==> src/rtl/cotw_pkg.sv <==
// ---------------------------------------------------------------------------
// Connection timeout wheel package
// Sizes, field widths and operation codes used by the wheel.
// ---------------------------------------------------------------------------
package cotw_pkg;

  // Wheel and table sizes.
  localparam int WHEEL_SIZE = 64;   // 2 .. 4096
  localparam int NUM_CONN   = 64;   // 1 .. 64

  // Field widths of the command and result words.
  localparam int FUNC_W    = 3;
  localparam int ID_W      = 6;
  localparam int TIMEOUT_W = 16;

  // Derived widths.
  localparam int SLOT_W  = $clog2(WHEEL_SIZE);
  localparam int CONN_AW = (NUM_CONN > 1) ? $clog2(NUM_CONN) : 1;

  // Operation codes.
  typedef enum logic [FUNC_W-1:0] {
    FUNC_ADD    = 3'd0,
    FUNC_GET    = 3'd1,
    FUNC_DELETE = 3'd2,
    FUNC_UPDATE = 3'd3,
    FUNC_TICK   = 3'd4
  } func_e;

  // Result kinds.
  localparam logic KIND_GET     = 1'b0;
  localparam logic KIND_EXPIRED = 1'b1;

endpackage

==> src/rtl/cotw_ram.sv <==
// ---------------------------------------------------------------------------
// Generic RAM
// One write port and one read port, read data registered.
// ---------------------------------------------------------------------------
module cotw_ram #(
  parameter  int WIDTH = 8,
  parameter  int DEPTH = 64,
  localparam int AW    = (DEPTH > 1) ? $clog2(DEPTH) : 1
) (
  input  logic             clk_i,
  input  logic             we_i,
  input  logic [AW-1:0]    waddr_i,
  input  logic [WIDTH-1:0] wdata_i,
  input  logic             re_i,
  input  logic [AW-1:0]    raddr_i,
  output logic [WIDTH-1:0] rdata_o
);

  logic [WIDTH-1:0] mem_q [DEPTH];
  logic [WIDTH-1:0] rdata_q;

  always_ff @(posedge clk_i) begin
    if (we_i) begin
      mem_q[waddr_i] <= wdata_i;
    end
    if (re_i) begin
      rdata_q <= mem_q[raddr_i];
    end
  end

  assign rdata_o = rdata_q;

endmodule

==> src/rtl/connection_timeout_wheel.sv <==
// ---------------------------------------------------------------------------
// Connection timeout wheel
// Hashed timing wheel that tracks connection timeouts and reports expiries.
// ---------------------------------------------------------------------------
// A command word is taken at a rising edge where start is high and busy is
// low. Get and delete leave busy low, so a new command may follow at once.
// Add and update go on to the write state: the accepting cycle works out the
// quotient of the timeout by the wheel size with a reciprocal multiply,
// and the write state finishes the remainder and writes the slot into the
// slot RAM. A tick scans the slot RAM one connection per cycle through its
// single read port, busy through the scan and flush. Every result word
// is shown for exactly one cycle, flagged by res_valid_o; the receiver has
// no way to hold it off, so it must take each word as it comes. A get gives
// its answer in the cycle after the command. Expired connections come out in
// ascending id order, with last_o set on the final one; a tick on an empty
// slot gives no words at all. The presence flags sit in flip-flops that
// reset clears at once, so there is no clearing pass after reset.
// ---------------------------------------------------------------------------
module connection_timeout_wheel (
  input  logic                           clk_i,
  input  logic                           rst_ni,
  input  logic                           start,
  output logic                           busy,
  input  logic [cotw_pkg::FUNC_W-1:0]    func_i,
  input  logic [cotw_pkg::ID_W-1:0]      conn_id_i,
  input  logic [cotw_pkg::TIMEOUT_W-1:0] timeout_i,
  output logic                           res_valid_o,
  output logic                           kind_o,
  output logic [cotw_pkg::ID_W-1:0]      conn_id_out_o,
  output logic                           found_o,
  output logic                           last_o
);

  import cotw_pkg::*;

  // Reciprocal for an exact floor division of a timeout by the wheel size:
  // with a shift of TIMEOUT_W plus the ceiling of log2 of the divisor, the
  // rounded-up reciprocal gives the true quotient for every timeout value.
  localparam int RECIP_SH = TIMEOUT_W + SLOT_W;
  localparam int RECIP_W  = RECIP_SH + 1;
  localparam int PROD_W   = TIMEOUT_W + RECIP_W;
  localparam logic [RECIP_W-1:0] RECIP_M =
    RECIP_W'(((64'd1 << RECIP_SH) + 64'(WHEEL_SIZE) - 64'd1) / 64'(WHEEL_SIZE));

  localparam logic [TIMEOUT_W-1:0] WHEEL_T   = TIMEOUT_W'(WHEEL_SIZE);
  localparam logic [SLOT_W:0]      WHEEL_S   = (SLOT_W + 1)'(WHEEL_SIZE);
  localparam logic [SLOT_W-1:0]    HAND_MAX  = SLOT_W'(WHEEL_SIZE - 1);
  localparam logic [CONN_AW:0]     SCAN_LAST = (CONN_AW + 1)'(NUM_CONN - 1);
  localparam logic [ID_W:0]        CONN_LIM  = (ID_W + 1)'(NUM_CONN);

  typedef enum logic [1:0] {
    ST_IDLE,
    ST_WRITE,
    ST_SCAN,
    ST_FLUSH
  } state_e;

  state_e                state_q, state_d;
  logic [SLOT_W-1:0]     hand_q, hand_d;
  logic [NUM_CONN-1:0]   present_q, present_d;

  // Add / update pipeline.
  logic [ID_W-1:0]       id_q, id_d;
  logic [TIMEOUT_W-1:0]  tmo_q, tmo_d;
  logic [TIMEOUT_W-1:0]  quo_q, quo_d;

  // Tick scan: read issue counter, compare stage and the held-back match.
  logic [CONN_AW:0]      scan_q, scan_d;
  logic                  cmp_vld_q, cmp_vld_d;
  logic [CONN_AW-1:0]    cmp_idx_q, cmp_idx_d;
  logic                  pend_vld_q, pend_vld_d;
  logic [CONN_AW-1:0]    pend_idx_q, pend_idx_d;

  // Result register.
  logic                  res_valid_q, res_valid_d;
  logic                  kind_q, kind_d;
  logic [ID_W-1:0]       id_out_q, id_out_d;
  logic                  found_q, found_d;
  logic                  last_q, last_d;

  // Slot RAM ports.
  logic                  ram_we;
  logic                  ram_re;
  logic [SLOT_W-1:0]     ram_wdata;
  logic [SLOT_W-1:0]     ram_rdata;

  logic                  accept;
  logic [CONN_AW-1:0]    id_idx;
  logic                  id_valid;
  logic [PROD_W-1:0]     prod;
  logic [TIMEOUT_W-1:0]  quo_wheel;
  logic [TIMEOUT_W-1:0]  rem_full;
  logic [SLOT_W:0]       slot_sum;
  logic                  match;

  assign busy   = (state_q != ST_IDLE);
  assign accept = start && !busy;
  assign id_idx = conn_id_i[CONN_AW-1:0];

  // Ids at or above the table size are ignored by add, delete and update; a get reports them as not found.
  assign id_valid = ({1'b0, conn_id_i} < CONN_LIM);

  // First half of the modulo: quotient of the timeout by the wheel size.
  assign prod = PROD_W'(timeout_i) * PROD_W'(RECIP_M);

  // Second half: remainder, then hand + remainder + 1 folded once into
  // the wheel, since that sum stays below twice the wheel size.
  assign quo_wheel = quo_q * WHEEL_T;
  assign rem_full  = tmo_q - quo_wheel;
  assign slot_sum  = {1'b0, hand_q} + {1'b0, rem_full[SLOT_W-1:0]} + (SLOT_W + 1)'(1);
  assign ram_wdata = (slot_sum >= WHEEL_S) ? SLOT_W'(slot_sum - WHEEL_S)
                                           : slot_sum[SLOT_W-1:0];

  // The RAM is written only in the write state and read only during a
  // tick scan, and busy keeps the two apart, so no forwarding is needed.
  // The hand has already moved on when the scan data comes back.
  assign match = cmp_vld_q && present_q[cmp_idx_q] && (ram_rdata == hand_q);

  always_comb begin
    state_d     = state_q;
    hand_d      = hand_q;
    present_d   = present_q;
    id_d        = id_q;
    tmo_d       = tmo_q;
    quo_d       = quo_q;
    scan_d      = scan_q;
    cmp_vld_d   = 1'b0;
    cmp_idx_d   = cmp_idx_q;
    pend_vld_d  = pend_vld_q;
    pend_idx_d  = pend_idx_q;
    res_valid_d = 1'b0;
    kind_d      = kind_q;
    id_out_d    = id_out_q;
    found_d     = found_q;
    last_d      = last_q;
    ram_we      = 1'b0;
    ram_re      = 1'b0;

    unique case (state_q)
      ST_IDLE: begin
        if (accept) begin
          unique case (func_e'(func_i))
            FUNC_ADD: begin
              if (id_valid && !present_q[id_idx]) begin
                present_d[id_idx] = 1'b1;
                id_d    = conn_id_i;
                tmo_d   = timeout_i;
                quo_d   = prod[RECIP_SH +: TIMEOUT_W];
                state_d = ST_WRITE;
              end
            end
            FUNC_GET: begin
              res_valid_d = 1'b1;
              kind_d      = KIND_GET;
              id_out_d    = conn_id_i;
              found_d     = id_valid && present_q[id_idx];
              last_d      = 1'b1;
            end
            FUNC_DELETE: begin
              if (id_valid) begin
                present_d[id_idx] = 1'b0;
              end
            end
            FUNC_UPDATE: begin
              if (id_valid && present_q[id_idx]) begin
                id_d    = conn_id_i;
                tmo_d   = timeout_i;
                quo_d   = prod[RECIP_SH +: TIMEOUT_W];
                state_d = ST_WRITE;
              end
            end
            FUNC_TICK: begin
              hand_d     = (hand_q == HAND_MAX) ? '0 : hand_q + 1'b1;
              scan_d     = '0;
              pend_vld_d = 1'b0;
              state_d    = ST_SCAN;
            end
            default: begin
            end
          endcase
        end
      end

      ST_WRITE: begin
        ram_we  = 1'b1;
        state_d = ST_IDLE;
      end

      ST_SCAN: begin
        ram_re    = 1'b1;
        cmp_vld_d = 1'b1;
        cmp_idx_d = scan_q[CONN_AW-1:0];
        scan_d    = scan_q + 1'b1;
        if (scan_q == SCAN_LAST) begin
          state_d = ST_FLUSH;
        end
        // A match is held back until the next one turns up, so that the
        // final report of the tick can carry the last flag.
        if (match) begin
          present_d[cmp_idx_q] = 1'b0;
          if (pend_vld_q) begin
            res_valid_d = 1'b1;
            kind_d      = KIND_EXPIRED;
            id_out_d    = ID_W'(pend_idx_q);
            found_d     = 1'b0;
            last_d      = 1'b0;
          end
          pend_vld_d = 1'b1;
          pend_idx_d = cmp_idx_q;
        end
      end

      ST_FLUSH: begin
        if (match) begin
          present_d[cmp_idx_q] = 1'b0;
          res_valid_d = 1'b1;
          kind_d      = KIND_EXPIRED;
          found_d     = 1'b0;
          if (pend_vld_q) begin
            // Both the held match and the final one remain: send the held
            // one now and the final one, flagged last, in the next cycle.
            id_out_d   = ID_W'(pend_idx_q);
            last_d     = 1'b0;
            pend_idx_d = cmp_idx_q;
          end else begin
            id_out_d = ID_W'(cmp_idx_q);
            last_d   = 1'b1;
            state_d  = ST_IDLE;
          end
        end else begin
          if (pend_vld_q) begin
            res_valid_d = 1'b1;
            kind_d      = KIND_EXPIRED;
            id_out_d    = ID_W'(pend_idx_q);
            found_d     = 1'b0;
            last_d      = 1'b1;
          end
          pend_vld_d = 1'b0;
          state_d    = ST_IDLE;
        end
      end

      default: begin
        state_d = ST_IDLE;
      end
    endcase
  end

  always_ff @(posedge clk_i or negedge rst_ni) begin
    if (!rst_ni) begin
      state_q     <= ST_IDLE;
      hand_q      <= '0;
      present_q   <= '0;
      scan_q      <= '0;
      cmp_vld_q   <= 1'b0;
      pend_vld_q  <= 1'b0;
      res_valid_q <= 1'b0;
    end else begin
      state_q     <= state_d;
      hand_q      <= hand_d;
      present_q   <= present_d;
      scan_q      <= scan_d;
      cmp_vld_q   <= cmp_vld_d;
      pend_vld_q  <= pend_vld_d;
      res_valid_q <= res_valid_d;
      id_q        <= id_d;
      tmo_q       <= tmo_d;
      quo_q       <= quo_d;
      cmp_idx_q   <= cmp_idx_d;
      pend_idx_q  <= pend_idx_d;
      kind_q      <= kind_d;
      id_out_q    <= id_out_d;
      found_q     <= found_d;
      last_q      <= last_d;
    end
  end

  cotw_ram #(
    .WIDTH (SLOT_W),
    .DEPTH (NUM_CONN)
  ) u_slot_ram (
    .clk_i   (clk_i),
    .we_i    (ram_we),
    .waddr_i (id_q[CONN_AW-1:0]),
    .wdata_i (ram_wdata),
    .re_i    (ram_re),
    .raddr_i (scan_q[CONN_AW-1:0]),
    .rdata_o (ram_rdata)
  );

  assign res_valid_o   = res_valid_q;
  assign kind_o        = kind_q;
  assign conn_id_out_o = id_out_q;
  assign found_o       = found_q;
  assign last_o        = last_q;

  // A get is answered, flagged last, in the cycle right after it is taken.
  a_get_answer: assert property (@(posedge clk_i) disable iff (!rst_ni)
    (accept && (func_i == FUNC_GET)) |=> (res_valid_o && (kind_o == KIND_GET) && last_o))
    else $error("get command not answered in the following cycle");

  // The final expiry report of a tick leaves the wheel ready for commands.
  a_tick_done: assert property (@(posedge clk_i) disable iff (!rst_ni)
    (res_valid_o && (kind_o == KIND_EXPIRED) && last_o) |-> !busy)
    else $error("wheel still busy after the last expiry report");

  // A connection reported as expired has already been taken off the table.
  a_expired_removed: assert property (@(posedge clk_i) disable iff (!rst_ni)
    (res_valid_o && (kind_o == KIND_EXPIRED)) |->
      (!present_q[conn_id_out_o[CONN_AW-1:0]] && !found_o))
    else $error("expired connection still marked present");

endmodule
==> config.mk <==
export PLATFORM = sky130hd
export DESIGN_NAME = connection_timeout_wheel
export DESIGN_NICKNAME = d
export VERILOG_FILES = /design/src/rtl/cotw_pkg.sv /design/src/rtl/cotw_ram.sv /design/src/rtl/connection_timeout_wheel.sv
export SDC_FILE = /design/constraint.sdc
export NUM_CORES = 1
export LEC_CHECK = 0
export ABC_AREA = 1
export BUFFER_PORTS_ARGS = -buffer_cell sky130_fd_sc_hd__buf_4
export CAP_MARGIN = 5
export CORE_MARGIN = 3
export CORE_UTILIZATION = 30
export CTS_CLUSTER_SIZE = 16
export DETAILED_ROUTE_END_ITERATION = 6
export MAX_ROUTING_LAYER = met4
export REMOVE_ABC_BUFFERS = 1
export SYNTH_ARGS = -nofsm -noshare
export SYNTH_HDL_FRONTEND = slang
export SYNTH_SLANG_ARGS = --single-unit
==> constraint.sdc <==
create_clock -name clk_i -period 3.98 [get_ports clk_i]
set_input_delay 0.398 -clock clk_i [delete_from_list [all_inputs] [get_ports clk_i]]
set_output_delay 0.398 -clock clk_i [all_outputs]
set_load 0.005 [all_outputs]
==> results of run 1 <==
## final cells by class
class,instances,area [µm²]
diodes,4,10.01
clock buffers,61,1313
clock inverters,27,292.8
fillers,7872,51930
inverters,100,380.4
multi-input cells,1751,8327
flip-flops and latches,505,14760
well taps,1050,1314
repair buffers,107,930.9
## worst max-delay path, cell delays in order, from the launching register on
cell      delay, ps
edfxtp_1        540
nor2_1          560
nand3_1         150
nand2_1         110
o21ai_1          80
nand2_1         110
nor2_1           70
nand2_1         170
nand2_1         140
buf_4           240
nand2_1          80
nand3_1          80
inv_1           290
## worst paths after layout
kind	start	endpoint	slack, ps	cells past startpoint
max reg2reg	cmp_idx_q[1]$_DFFE_PP_	kind_o$_DFFE_PP_	1020	12
max in group asynchronous	rst_ni	scan_q[0]$_DFFE_PN0P_	2350	3
min in group asynchronous	rst_ni	scan_q[4]$_DFFE_PN0P_	240	2
min reg2reg	flop	flop	500	2
max	cmp_idx_q[1]$_DFFE_PP_	kind_o$_DFFE_PP_	1020	12
min	timeout_i[0]	tmo_q[0]$_DFFE_PP_	80	1
## cells in the mapped netlist (all sizes together)
cell type / instances / area share, %
a211oi: 3 / 0.093
a21oi: 24 / 0.50
a22o: 1 / 0.036
a2bb2oi: 3 / 0.11
buf: 51 / 1.5
clkbuf: 104 / 1.6
clkinv: 4 / 0.062
dfrtp: 82 / 8.5
edfxtp: 423 / 53
fa: 1 / 0.083
ha: 7 / 0.36
inv: 96 / 1.5
nand2: 669 / 10
nand3: 139 / 2.9
nand4: 82 / 2.1
nor2: 291 / 4.6
nor3: 34 / 0.87
nor3b: 1 / 0.031
nor4: 6 / 0.16
o211ai: 13 / 0.41
o21a: 3 / 0.093
o21ai: 299 / 6.2
o221ai: 39 / 1.4
o22ai: 123 / 3.2
or2: 4 / 0.10
xnor2: 2 / 0.073
xor2: 7 / 0.25
## through the flow
step,cells,power [mW]
detailed placement,3507,14.48
CTS,3601,19.17
floorplan,2356,11.86
global route,3605,20.25
global placement,3507,14.40
finish,3605,19.10
## metal layers
layer  share of wire [%]  up-vias  track usage [%]  routed length, µm
met3                 8.3      149            3.281               5761
met2                  44      751            24.90              30660
li1                    -     8919                -                  -
met5                   0        -                -                  0
met4                 3.6        0            6.187               2489
met1                  44     9016            22.92              30150
## logic make-up after synthesis
group           Yosys count  synth area share [%]
compound gates          508                 12.06
flops                   505                 61.23
xor+xnor                  9                0.3272
buf+inv                 255                 4.725
fa+ha+maj                 8                0.4466
simple gates           1226                 21.21
## where the power goes
part / switching, mW / internal (mW) / leakage, nW
registers: 0.562 / 7.20 / 4.77
logic: 4.82 / 1.84 / 4.53
clock network: 2.06 / 2.62 / 0.761
## what timing repair did
action / 4_1_cts / 5_1_grt
endpoints found under the hold margin: 19 / 0
endpoints found under the setup margin: 0 / 0
resized for setup: 0 / 0
hold buffers: 6 / 0
==> results.txt, run 1 <==
status - complete, no violations
YS warnings - 0
most common cell after layout, fill and taps aside - nand2_1
largest net degree at the start of global routing - 100
DP Area - 25650 µm²
grt ovf - 0
maximum operating frequency - 0.3377 GHz
CP Class - reg -> reg
row cnt - 103
Critical Path Source Type - flop
DP HPWL - 41.50 mm
Sink Count - 505
Clock Tree Root - clkbuf_16
Fin Setup TNS - 0 ps
final wirelength - 69.06 mm
Final #Nets - 2551
Die H - 289.4 µm
layout cells sized above 1 - 8.114%
worst slack, placed - 985.2 ps
CP Data Required Time - 4230 ps
CTS tree - yes
Tot GR Track Use - 16.83%
Min-Delay Path Class - in -> reg
Tightest Pin Transition - 1121 ps
Rel. slew slack - 25.24%
clk buf depth - 3
Final Hold Vio Count - 0
initial antenna violation count - 4
max cap viols - 0
Design Area, Final - 27330 µm²
Arrival @ worst endpoint - 3210 ps
CP max FO - 13
final hold slack - 80.09 ps
RSZ-0062 raised after global routing - false
fin crit share - 74.39%
vias per cell - 5.225
Yosys reg bits - 505
CTS Buf Count - 50
detailed router's first-iteration violation count - 1679
VDD IR max - 402.2 µV
clk_lat worst skew - 630 ps
final worst path period need - 2961 ps
count of cell types in the netlist - 38
Final Skew - 48.61 ps
total number of vias - 18835
Final GP Congestion - 0.8669
global-route wire length before repair - 105.9 mm
Avg WL per Cell - 19.16 µm
Layout area overhead - 13.41%
io pins - 39
die area - 83750 µm²
postcts setup bufs - 0
Final Util - 34.48%
crit end category - flop
P per Cell Area - 699.0 nW/µm²
Setup violations, final - 0
Initial Utilization - 30.40%
CORE AREA - 79260 µm²
final worst slack - 1019 ps
Max Transition Viols Final - 0
port bufs - 28
Post-Syn Instances - 2511
Avg Inst Size Synth - 9.596 µm²
vias in the first global route - 17556
Final ANT Viol Nets - 0
htree depth - 2
Leak - 10.06 nW
drt first pass iters - 5
most frequent cells in the layout - nand2_1, edfxtp_1, nor2_1, o21ai_0, nand3_1
die width - 289.4 µm
Post-Syn Area - 24090 µm²
Residual DRC - 0
Worst-path clk slew - 60 ps
sequential-to-total area share from yosys stat - 61.23%
Power figures use the tool's default switching activity.
==> run 2, diff against run 1 <==
==> constraint.sdc (replaced) <==
create_clock -name clk_i -period 3 [get_ports clk_i]
set_input_delay 0.3 -clock clk_i [delete_from_list [all_inputs] [get_ports clk_i]]
set_output_delay 0.3 -clock clk_i [all_outputs]
set_load 0.005 [all_outputs]
==> run 2 against run 1 <==
Worst setup slack worse by 800 ps. The run now ends with DRC left. Routed wire length is 0.53% higher. Via count is 0.22% higher. Die area stayed put. Critical path depth is 1 lower. Register-to-register slack worse by 800 ps. Utilization is 0.28 points higher. Total power is 34% higher.
==> results.txt, run 2 (same netlist as run 1, synthesis figures left out) <==
Sink Count - 505
Final GP Congestion - 0.8624
met1 wire length - 30.54 mm
die width - 289.4 µm
CTS tree - yes
Final #Nets - 2572
final wirelength - 69.43 mm
Leak - 10.20 nW
CP Data Required Time - 3300 ps
htree depth - 2
most common cell after layout, fill and taps aside - nand2_1
Tightest Pin Transition - 929.7 ps
Tot GR Track Use - 16.75%
clk_lat worst skew - 620 ps
Design Area, Final - 27550 µm²
Critical Path Source Type - flop
max cap viols - 0
Final Skew - 30.27 ps
global-route wire length before repair - 105.5 mm
most frequent cells in the layout - nand2_1, edfxtp_1, nor2_1, o21ai_0, nand3_1
failing checks - DRC
VDD IR max - 581.2 µV
Final Hold Vio Count - 0
P per Cell Area - 930.0 nW/µm²
Layout area overhead - 14.35%
vias in the first global route - 17146
layout cells sized above 1 - 8.635%
routed length on met3 - 5.817 mm
placed cell count - 3527
CP Class - reg -> reg
detailed router's first-iteration violation count - 2040
die area - 83750 µm²
RSZ-0062 raised after global routing - false
worst hold start - conn_id_i[3]
Final Util - 34.76%
maximum operating frequency - 0.3594 GHz
CP max FO - 6
largest net degree at the start of global routing - 138
Worst-path clk slew - 60 ps
Critical R2R Launch - cmp_idx_q[3]$_DFFE_PP_
final hold slack - 46.75 ps
crit end category - flop
status - complete, but fails checks
row cnt - 103
Multi-input gate area - 8302 µm²
port bufs - 28
Residual DRC - 2
Die H - 289.4 µm
Arrival @ worst endpoint - 3080 ps
postcts setup bufs - 0
grt ovf - 0
vias per cell - 5.207
Top Metal Used - met4
fin crit share - 92.76%
Non-Filler Instances - 3625
Rel. slew slack - 38.02%
Crit. Startpoint - cmp_idx_q[3]$_DFFE_PP_
DR WL met2 - 31.43 mm
drt first pass iters - 7
Final ANT Viol Nets - 0
Setup violations, final - 0
clk buf depth - 3
DP HPWL - 42.19 mm
Clock Tree Root - clkbuf_16
final worst path period need - 2783 ps
Min-Delay Path Class - in -> reg
CORE AREA - 79260 µm²
total number of vias - 18877
DP Area - 25880 µm²
initial antenna violation count - 5
register area - 14760 µm²
Initial Utilization - 30.40%
CTS Buf Count - 50
Filler Cell Count - 7968
Avg WL per Cell - 19.15 µm
io pins - 39
Max Transition Viols Final - 0
run 2: layout make-up:
type / instances / share of cell area (%)
diodes: 4 / 0.03633
clock buffers: 58 / 4.650
clock inverters: 29 / 1.140
inverters: 100 / 1.381
multi-input cells: 1751 / 30.13
flip-flops and latches: 505 / 53.57
well taps: 1050 / 4.768
repair buffers: 128 / 4.323
run 2: timing repair:
action / in CTS / in global routing
hold endpoints to repair: 24 / 0
resized for setup: 0 / 1
endpoints found under the setup margin: 0 / 1
hold buffers: 7 / 0
run 2: worst max-delay path, cell delays in order, from the launching register on:
cell	delay (ps)
edfxtp_1	520
inv_1	190
nor3_1	490
o21ai_1	220
nand2_1	130
nor2_1	60
nand2_1	150
nand2_1	140
nor2_1	200
o21ai_1	120
nor2_1	110
buf_4	160
run 2: metal layers:
metal,vias up,GRT usage [%]
met3,112,2.746
met4,0,4.473
li1,8959,-
met2,719,25.30
met1,9087,23.37
met5,-,-
run 2: worst paths after layout:
| path | cells after the start | slack (ps) | to |
|---|---|---|---|
| setup reg to reg | 11 | 220 | pend_idx_q[2]$_DFFE_PP_ |
| setup / recovery | 11 | 220 | pend_idx_q[2]$_DFFE_PP_ |
| min in group asynchronous | 2 | 210 | scan_q[5]$_DFFE_PN0P_ |
| max in group asynchronous | 3 | 1550 | async pin |
| hold / removal | 1 | 50 | id_q[3]$_DFFE_PP_ |
| hold reg to reg | 2 | 500 | flop |
run 2: through the flow:
step | power [mW] | TNS [ps] | setup WS (ps)
global route | 27.06 | 0 | 81.73
floorplan | 15.73 | -258500 | -4374
global placement | 19.39 | 0 | 276.4
finish | 25.62 | 0 | 217.2
detailed placement | 19.51 | 0 | 268.5
CTS | 25.70 | 0 | 250.5
run 2: report_power, final:
group,internal [mW],leakage (nW),switching (mW)
logic,2.68,4.67,6.48
clock network,3.43,0.768,2.78
registers,9.53,4.77,0.729
total,15.6,10.2,9.99
==> run 3, diff against run 2 <==
==> constraint.sdc (replaced) <==
create_clock -name clk_i -period 3 [get_ports clk_i]
set_input_delay 0 -clock clk_i [delete_from_list [all_inputs] [get_ports clk_i]]
set_output_delay 0 -clock clk_i [all_outputs]
set_load 0.005 [all_outputs]
==> run 3 against run 2 <==
The run now ends clean. Highest routed layer unchanged. Sequential cell count unchanged. Non-clock buffer count rose by 18. Clock power grew 11%. First-iteration DRC count grew 4.8%. Clock-buffer cell count up 1. Critical path depth up 1. Critical path type unchanged. Clock skew shrank 0.73 ps. Largest power group unchanged. Global-route usage up 0.23 points.
==> results.txt, run 3 (same netlist as run 1, synthesis figures left out) <==
routed length on met3 - 5.596 mm
final worst path period need - 2696 ps
Final Hold Vio Count - 0
grt ovf - 0
Initial Utilization - 30.40%
Clock Tree Root - clkbuf_16
clk_lat worst skew - 630 ps
Max Transition Viols Final - 0
status - complete, no violations
Psw - 10.09 mW
Top Metal Used - met4
die width - 289.4 µm
layout cells sized above 1 - 9.507%
port bufs - 28
CTS Buf Count - 51
Non-Filler Instances - 3650
initial antenna violation count - 4
final worst slack - 303.7 ps
Sw Ratio - 38.33%
crit end category - flop
total number of vias - 18986
Final Util - 35.28%
Tot GR Track Use - 16.98%
Clock power frac - 26.1%
Worst-path clk slew - 60 ps
Rel. slew slack - 29.48%
Final ANT Viol Nets - 0
row cnt - 103
Critical Path Source Type - flop
# hold bufs at CTS - 17
DP HPWL - 43.29 mm
Arrival @ worst endpoint - 3210 ps
fin crit share - 89.88%
RSZ-0062 raised after global routing - false
most frequent cells in the layout - nand2_1, edfxtp_1, nor2_1, o21ai_0, nand3_1
clk buf depth - 3
vias per cell - 5.202
Residual DRC - 0
P per Cell Area - 941.5 nW/µm²
Avg WL per Cell - 19.21 µm
Final GP Congestion - 0.8797
Final #Nets - 2591
Layout area overhead - 16.04%
Setup violations, final - 0
CP Data Required Time - 3520 ps
CTS tree - yes
htree depth - 2
Sink Count - 505
worst slack, placed - 309.6 ps
DR WL met2 - 31.42 mm
Die H - 289.4 µm
final hold slack - 63.95 ps
CORE AREA - 79260 µm²
CP max FO - 45
detailed router's first-iteration violation count - 2137
cell internal pwr - 16.23 mW
drt first pass iters - 5
io pins - 39
met1 wire length - 31.00 mm
CP Class - reg -> reg
placed cell count - 3535
maximum operating frequency - 0.3709 GHz
Tightest Pin Transition - 1058 ps
Comb power frac - 34.9%
Power Total - 26.32 mW
die area - 83750 µm²
Min-Delay Path Class - in -> reg
sequential share of power - 39.0%
global-route wire length before repair - 107.2 mm
final wirelength - 70.13 mm
Final Skew - 29.54 ps
vias in the first global route - 17663
Leak - 10.40 nW
post-cts sizing count - 0
VDD IR max - 569.1 µV
largest net degree at the start of global routing - 75
postcts setup bufs - 0
most common cell after layout, fill and taps aside - nand2_1
max cap viols - 0
run 3: final timing paths:
check                                        from               endpoint  slack, ps  depth (start not counted)
hold / removal                          func_i[0]  res_valid_o$_DFF_PN0_         60                          5
max in group asynchronous                  rst_ni              async pin       1960                          3
min in group asynchronous                  rst_ni              async pin        290                          3
setup reg to reg           cmp_idx_q[3]$_DFFE_PP_                   flop        300                         12
setup / recovery           cmp_idx_q[3]$_DFFE_PP_                   flop        300                         12
hold reg to reg                              flop                   flop        500                          2
run 3: final cells by class:
| class | count | area [µm²] |
|---|---|---|
| clock buffers | 59 | 1369 |
| multi-input cells | 1751 | 8307 |
| fillers | 7901 | 51300 |
| flip-flops and latches | 505 | 14760 |
| repair buffers | 146 | 1376 |
| well taps | 1050 | 1314 |
| clock inverters | 37 | 447.9 |
| diodes | 2 | 5.005 |
| inverters | 100 | 380.4 |
run 3: per-layer routing:
metal  global-route usage (%)  vias to the layer above
li1                         -                     8991
met1                    23.43                     9146
met2                    25.51                      723
met3                    2.533                      126
met4                    5.885                        0
met5                        -                        -
run 3: power by group through the flow:
stage,Combinational [mW],Sequential (mW),Clock [mW]
floorplan,5.18,10.6,0
global placement,9.04,10.4,0
detailed placement,9.16,10.4,0
CTS,9.19,10.3,6.99
global route,10.2,10.4,7.21
finish,9.18,10.3,6.87
run 3: worst max-delay path: stages, from the launching register on:
cell      delay (ps)
edfxtp_1         500
inv_1            180
nor3_1           520
o21ai_1          140
nand2_1          110
nor2_1            60
nand2_1          170
nand3_1          180
nand2_4          260
buf_12           240
nand3_1          100
nand2_1           70
nand2_1           40
run 3: through the flow:
stage,area (µm²),TNS (ps)
2_1_floorplan,23330,-258500
5_1_grt,27960,0
6_report,27960,0
4_1_cts,27950,0
3_3_place_gp,25970,0
3_5_place_dp,25970,0
